$ cat src/sv/bpbd_pkg.sv
// Shared types, constants and widths for the box-pair binary descriptor block.
package bpbd_pkg;

   // Integral image and descriptor limits
   localparam int MAX_COLS     = 256;
   localparam int MAX_ROWS     = 256;
   localparam int MAX_LEARNERS = 512;

   // Coordinate and address widths
   localparam int COL_W  = $clog2(MAX_COLS);
   localparam int ROW_W  = $clog2(MAX_ROWS);
   localparam int CRD_W  = (COL_W > ROW_W) ? COL_W : ROW_W;
   localparam int DIM_W  = CRD_W + 1;
   localparam int ADDR_W = ROW_W + COL_W;
   localparam int DEPTH  = MAX_ROWS * MAX_COLS;

   // Datapath widths
   localparam int DATA_W = 24;
   localparam int SUM_W  = DATA_W + 3;
   localparam int AREA_W = 2 * CRD_W;
   localparam int THR_W  = 16;
   localparam int PROD_W = SUM_W + AREA_W + 1;
   localparam int DIFF_W = PROD_W + 1;
   localparam int AA_W   = 2 * AREA_W;
   localparam int RHS_W  = THR_W + AA_W + 1;
   localparam int CMP_W  = DIFF_W + 7;

   // Learner counting
   localparam int CNT_W = $clog2(MAX_LEARNERS);
   localparam int LRN_W = CNT_W + 1;

   // Configuration port
   localparam int CSR_IDX_W  = 2;
   localparam int CSR_DATA_W = 10;

   typedef enum logic [CSR_IDX_W-1:0] {
      CSR_IMAGE_COLS = 2'd0,
      CSR_IMAGE_ROWS = 2'd1,
      CSR_LEARNERS   = 2'd2
   } bpbd_csr_type;

   // Item kinds
   localparam logic KIND_LOAD = 1'b0;
   localparam logic KIND_EVAL = 1'b1;

   typedef struct packed {
      logic                    kind;
      logic [7:0]              cell_row;
      logic [7:0]              cell_col;
      logic [23:0]             cell_value;
      logic signed [11:0]      first_x;
      logic signed [11:0]      first_y;
      logic signed [11:0]      second_x;
      logic signed [11:0]      second_y;
      logic [5:0]              box_radius;
      logic signed [THR_W-1:0] threshold;
   } bpbd_req_type;

   typedef struct packed {
      logic [7:0] desc_byte;
      logic       last_byte;
   } bpbd_rsp_type;

   // Integral memory access
   typedef struct packed {
      logic              we;
      logic [ADDR_W-1:0] waddr;
      logic [DATA_W-1:0] wdata;
      logic [ADDR_W-1:0] raddr_a;
      logic [ADDR_W-1:0] raddr_b;
   } bpbd_mem_req_type;

   // Comparison unit request and result
   typedef struct packed {
      logic                    start;
      logic signed [SUM_W-1:0] sum1;
      logic signed [SUM_W-1:0] sum2;
      logic [AREA_W-1:0]       area1;
      logic [AREA_W-1:0]       area2;
      logic signed [THR_W-1:0] threshold;
   } bpbd_calc_req_type;

   typedef struct packed {
      logic valid;
      logic result_bit;
   } bpbd_calc_rsp_type;

   // Sequencer states
   typedef enum logic [2:0] {
      ST_IDLE,
      ST_CLAMP,
      ST_READ,
      ST_DRAIN,
      ST_CALC,
      ST_WAIT
   } bpbd_state_type;

endpackage

$ cat src/sv/bpbd_calc.sv
// Three-stage exact comparison of the two box means against the threshold.
module bpbd_calc (
   input  logic                        clock,
   input  logic                        reset,
   input  bpbd_pkg::bpbd_calc_req_type calc_req,
   output bpbd_pkg::bpbd_calc_rsp_type calc_rsp
);

   logic signed [bpbd_pkg::PROD_W-1:0] p1_in, p1_ff, p2_in, p2_ff;
   logic [bpbd_pkg::AA_W-1:0]          aa_in, aa_ff;
   logic signed [bpbd_pkg::THR_W-1:0]  thr_ff;
   logic signed [bpbd_pkg::DIFF_W-1:0] diff_in, diff_ff;
   logic signed [bpbd_pkg::RHS_W-1:0]  rhs_in, rhs_ff;
   logic signed [bpbd_pkg::CMP_W-1:0]  lhs_c, rhs_c;
   logic                               bit_in, bit_ff;
   logic                               v1_ff, v2_ff, v3_ff;

   // Stage 1: cross products sum1*area2, sum2*area1 and area product
   always_comb begin
      p1_in = calc_req.sum1 * $signed({1'b0, calc_req.area2});
      p2_in = calc_req.sum2 * $signed({1'b0, calc_req.area1});
      aa_in = calc_req.area1 * calc_req.area2;
   end

   // Stage 2: difference and threshold scaled by both areas
   always_comb begin
      diff_in = p1_ff - p2_ff;
      rhs_in  = thr_ff * $signed({1'b0, aa_ff});
   end

   // Stage 3: 64*diff <= rhs
   always_comb begin
      lhs_c  = {diff_ff[bpbd_pkg::DIFF_W-1], diff_ff, 6'b0};
      rhs_c  = {{(bpbd_pkg::CMP_W - bpbd_pkg::RHS_W){rhs_ff[bpbd_pkg::RHS_W-1]}}, rhs_ff};
      bit_in = (lhs_c <= rhs_c);
   end

   always_ff @(posedge clock) begin
      p1_ff   <= p1_in;
      p2_ff   <= p2_in;
      aa_ff   <= aa_in;
      thr_ff  <= calc_req.threshold;
      diff_ff <= diff_in;
      rhs_ff  <= rhs_in;
      bit_ff  <= bit_in;
   end

   // Stage valids
   always_ff @(posedge clock) begin
      if (reset) begin
         v1_ff <= 1'b0;
         v2_ff <= 1'b0;
         v3_ff <= 1'b0;
      end else begin
         v1_ff <= calc_req.start;
         v2_ff <= v1_ff;
         v3_ff <= v2_ff;
      end
   end

   assign calc_rsp.valid      = v3_ff;
   assign calc_rsp.result_bit = bit_ff;

endmodule

$ cat config.mk
export PLATFORM = sky130hd
export DESIGN_NAME = bpbd_calc
export DESIGN_NICKNAME = d
export VERILOG_FILES = /design/src/sv/bpbd_pkg.sv /design/src/sv/bpbd_calc.sv
export SDC_FILE = /design/constraint.sdc
export NUM_CORES = 2
export LEC_CHECK = 0
export ABC_AREA = 1
export BUFFER_PORTS_ARGS = -buffer_cell sky130_fd_sc_hd__buf_2
export CAP_MARGIN = 20
export CELL_PAD_IN_SITES_DETAIL_PLACEMENT = 1
export CELL_PAD_IN_SITES_GLOBAL_PLACEMENT = 1
export CORE_ASPECT_RATIO = 1.4
export CORE_MARGIN = 3
export CORE_UTILIZATION = 45
export DETAILED_ROUTE_END_ITERATION = 7
export MAX_ROUTING_LAYER = met4
export PLACE_DENSITY = 0.79
export SETUP_SLACK_MARGIN = 0.02
export SLEW_MARGIN = 20
export SYNTH_ARGS = -nofsm -noshare
export SYNTH_HDL_FRONTEND = slang
export SYNTH_SLANG_ARGS = --single-unit
$ cat constraint.sdc
create_clock -name clock -period 16.2 [get_ports clock]
set_clock_uncertainty 0.15 [all_clocks]
set_input_delay 3.24 -clock clock [delete_from_list [all_inputs] [get_ports clock]]
set_output_delay 3.24 -clock clock [all_outputs]
set_load 0.005 [all_outputs]
======== Yosys cells after proc, flatten, opt, wreduce, memory -nomap -nowiden ========
Index checks and enable logic that the tools add are counted.
operators by class
  add/subtract/negate cells ............... 1
  multipliers ............................. 4
  div/mod/pow operators ................... 0
  magnitude comparators ................... 1
  equal/unequal tests ..................... 0
  shift operators ......................... 0
  muxes and demuxes ....................... 0
  bitwise operators ....................... 0
  reductions and logical operators ........ 0
operators with widths
  kind            number
  $mul 27x17->44  2
  $le 51x49->1    1
  $mul 16x33->49  1
  $sub 44x44->45  1
  $mul 16x16->32  1
word-level totals
  register bits ........................... 234
  bits in latches ......................... 0
  memory bits (writable) .................. 0
  bits in read-only memories .............. 0
  bits of input ports ..................... 105
  output and inout bits ................... 2
  word-level logic and storage cells ...... 16
  memories ................................ 0

======== Logic depth before layout (Yosys ltp) ========
  depth after elaboration ................. 1
  depth in mapped cells ................... 29
  gate-level depth less buffers ........... 27

======== Least setup slack after synthesis ========
No wires, ideal clock.
  kind .................................... input to register
  start point ............................. in calc_req[74] (netlist name)
  end point ............................... reg p2_ff[39] (netlist name)
  library setup time ...................... 0.113 ns
  arrival time ............................ 8.339 ns
  required time ........................... 15.937 ns
  slack ................................... 7.598 ns
  cell stages on the path ................. 22
  path buffers ............................ 2
  path through ............................ clkbuf_1 > clkbuf_1 > nand2_1 > fa_1 > inv_1 > fa_1 > fa_1 > inv_1 > fa_1 > inv_1 > fa_1 > inv_1 > fa_1 > inv_1 > ha_1 > a21oi_1 > o21ai_0 > a21o_1 > nor2_1 > nand3_1 > nand2_1 > nand2_1
between the ends
  word-level cells in the longest chain between the ends .. 1
ends and longest elaborated chain
  item                  line             source
  start, declared       bpbd_calc.sv:5   input bpbd_pkg::bpbd_calc_req_type calc_req,
  $mul 27x17->44        bpbd_calc.sv:21  p2_in = calc_req.sum2 * $signed({1'b0, calc_req.area1});
  net p2_in, one bit    bpbd_calc.sv:9   logic signed [bpbd_pkg::PROD_W-1:0] p1_in, p1_ff, p2_in, p2_ff;
  end signal, assigned  bpbd_calc.sv:40  p2_ff <= p2_in;
  end, declared         bpbd_calc.sv:9
The timed path passes the listed nets, and every way through them passes these cells.
A chain may end at the register's enable or synchronous reset.

======== Worst setup path in the final report ========
  start point ............................. in calc_req[38] (netlist name)
  end point ............................... reg p2_ff[37] (netlist name)
Same word-level chain as after synthesis.

==> reports/metrics.cfg <==
[yosys]
most_used_standard_cell_by_instance_count_after_synthesis = inv_1
synthCells = 9543
synth_fp_nets = 11660
netlist_top_cells_area = fa_1 41%, inv_1 16%, nand2_1 14%
post_synth_instance_area_um2 = 70250
synth_top_cells_by_count = 2915 x inv_1, 2701 x nand2_1, 1451 x fa_1, 561 x ha_1, 371 x clkbuf_1
post_synth.cell_area_avg_um2 = 7.361
seq_area_frac_synth_pct = 6.668
synth_top_area_share_pct = 41.35
synthesis.yosys.warnings = 0
synth-main-ff-cell = dfxtp_1
synth.ff_latch_count = 234
ys_types = 40
asyncSetResetFlopFracSynth_pct = 0
yosys.area.top_type = fa_1
synth-edff-count = 0

[grt]
grt_usage_pct = 30.59
grt-ovfl-total = 0
first_global_vias = 68300
grt_start_max_net_pins = 44
grt_first_pass_wirelength_um = 372700
antenna_violations_before_repair = 13

[sta]
crit_share_post_route_pct = 55.69
setup_viol = 0
timing.fmax_mhz = 110.8
layout_min_cycle_time_ps = 9022
timing_max_transition_violations_final = 0
worst_slew_margin_rel_pct = 23.15
tightest_slew_ps = 1153
setup_total_negative_slack_ps = 0
finalHoldViolCount = 0
rsz0062_at_grt = false

[clock_network]
cts_tree = done
cts.htree.levels = 1
ctsRootBufferMaster = clkbuf_16
numCtsBuffers = 30
sinks_on_the_clock_net = 234
cts_resized = 0
postCtsSetupRepairBufs = 0
clk_pin_slew_ps = 70
clk-insertion-delay-late_ps = 640
clock_tree.buffer_depth = 3
post_cts_hold_buffer_count = 0

[floorplan]
fp.coreArea_um2 = 154200
io_pins = 107
fp-row-count = 170
die_height_um = 473.5
floorplan.initialDensity_pct = 45.55
dieWidth_um = 339.9
fp.dieArea_um2 = 161000

[final_layout]
final-seq-area_um2 = 4701
layout-drive-gt1-share_pct = 3.020
finalNetCount = 11470
n_fill_cell = 19620
multiInputGateArea_um2 = 53210
synthToLayoutAreaGrowth_pct = 4.350

[placed_design]
dpl.hpwl_um = 198800
gpl.final_weighted_congestion = 0.9875
portBuffers = 106

[critical_path]
timing.critical_path.required_ps = 16560
worst_setup_path_start_kind = primary input
r2r_setup_slack_ps = 9280
worstSetupStartpoint = calc_req[38]
worst_ep_arrival_time_ps = 9380
crit-reg2reg-launch = thr_ff[7]
criticalPathCategory = primary input to flip-flop
reg2reg_to = rhs_ff[36]
worstSetupEndpointType = flip-flop
critPathCapture = p2_ff[37]
cp_max_fo = 43
reg2regPathDepth = 19

[hold_path]
worst_hold_path_type = flip-flop to flip-flop

[routing]
routed_via_density = 5.114
dr_total_vias = 58520
first_pass_iters = 5
detail_route.wl_per_cell_um = 20.45
drt_drc_violations_left = 0
dr.first_iter.drc_count = 2614
drtAntennaViolNets = 0
route.final.wire_length_um = 233900

[outcome]
run_status = complete, no violations

[flow_run]
max_cap_violations = 0

-- logic make-up after synthesis --
family	count (synthesis)	share of synthesized area (%)
AND/OR/NAND/NOR	3439	19.35
buffers and inverters	3288	17.58
adder cells (fa/ha/maj)	2012	51.34
AO/OA/AOI/OAI	450	3.560
flip-flops	234	6.668
XOR/XNOR	120	1.496
-- worst min-delay path by stage --
stage	from	end	slack, ps	cells past startpoint
finish	v2_ff	v3_ff	260	2
global route	v1_ff	v2_ff	290	2
CTS	v2_ff	v3_ff	270	2
detailed placement	v1_ff	v2_ff	260	2
global placement	v2_ff	v3_ff	250	2
floorplan	v1_ff	v2_ff	240	2
-- cells in the final DEF (no fill, tap or decap), types with 22 or more instances in the layout --
cell	count
fa_1	1451
nor2_1	369
o21ai_0	120
nand2_2	28
dfxtp_1	221
a21oi_1	243
a21o_1	23
nor3_1	28
nand4_1	73
buf_2	105
xnor2_1	22
buf_4	42
o21bai_1	25
xor2_1	98
ha_1	561
nand3_1	187
nand2_1	2701
clkbuf_16	30
inv_1	2915
-- flip-flops by register name (all words and copies together), names as in the netlist --
register	flops
aa_ff	32
p1_ff	44
thr_ff	16
v1_ff	1
diff_ff	45
rhs_ff	49
bit_ff	1
p2_ff	44
v2_ff	1
v3_ff	1
-- metal layers --
metal	track usage [%]	wire, um	part of all wire, %	vias to the layer above
met3	2.076	8067	3.4	587
li1	-	-	-	26480
met2	55.94	123500	53	1381
met5	-	0	0	-
met4	15.48	14390	6.1	0
met1	33.44	87990	38	30070
-- area by class of cell --
cell class,instances,share of cell area [%]
inverters,2915,14.93
repair buffers,147,1.147
diodes,6,0.02048
clock inverters,23,0.3141
multi-input cells,6021,72.59
flip-flops and latches,234,6.413
well taps,2064,3.523
clock buffers,32,1.062
-- critical path, stage by stage --
cell and delay [ps]:
buf_2 830, nand2_1 280, fa_1 590, inv_1 70, fa_1 810, fa_1 540, fa_1 570, inv_1 60
fa_1 470, inv_1 50, fa_1 430, ha_1 390, nand2_1 140, nor2_1 230, nand2_1 140, nor2_1 140
nand3_1 190, nand4_1 150, nand2_1 60
-- metrics by stage --
| step | setup slack (ps) | util [%] | instances | hold WS (ps) | cell area, um^2 |
|---|---|---|---|---|---|
| finish | 7178 | 47.54 | 11440 | 260.3 | 73300 |
| global route | 6836 | 47.53 | 11440 | 293.5 | 73300 |
| CTS | 7022 | 47.52 | 11440 | 267.7 | 73290 |
| detailed placement | 6357 | 46.87 | 11380 | 259.9 | 72280 |
| global placement | 6595 | 46.87 | 11380 | 245.4 | 72280 |
| floorplan | 7598 | - | 9543 | 238.3 | 70250 |
Power is not shown: default switching activity piles up to over one toggle a cycle in this logic, so the estimate is an artifact.
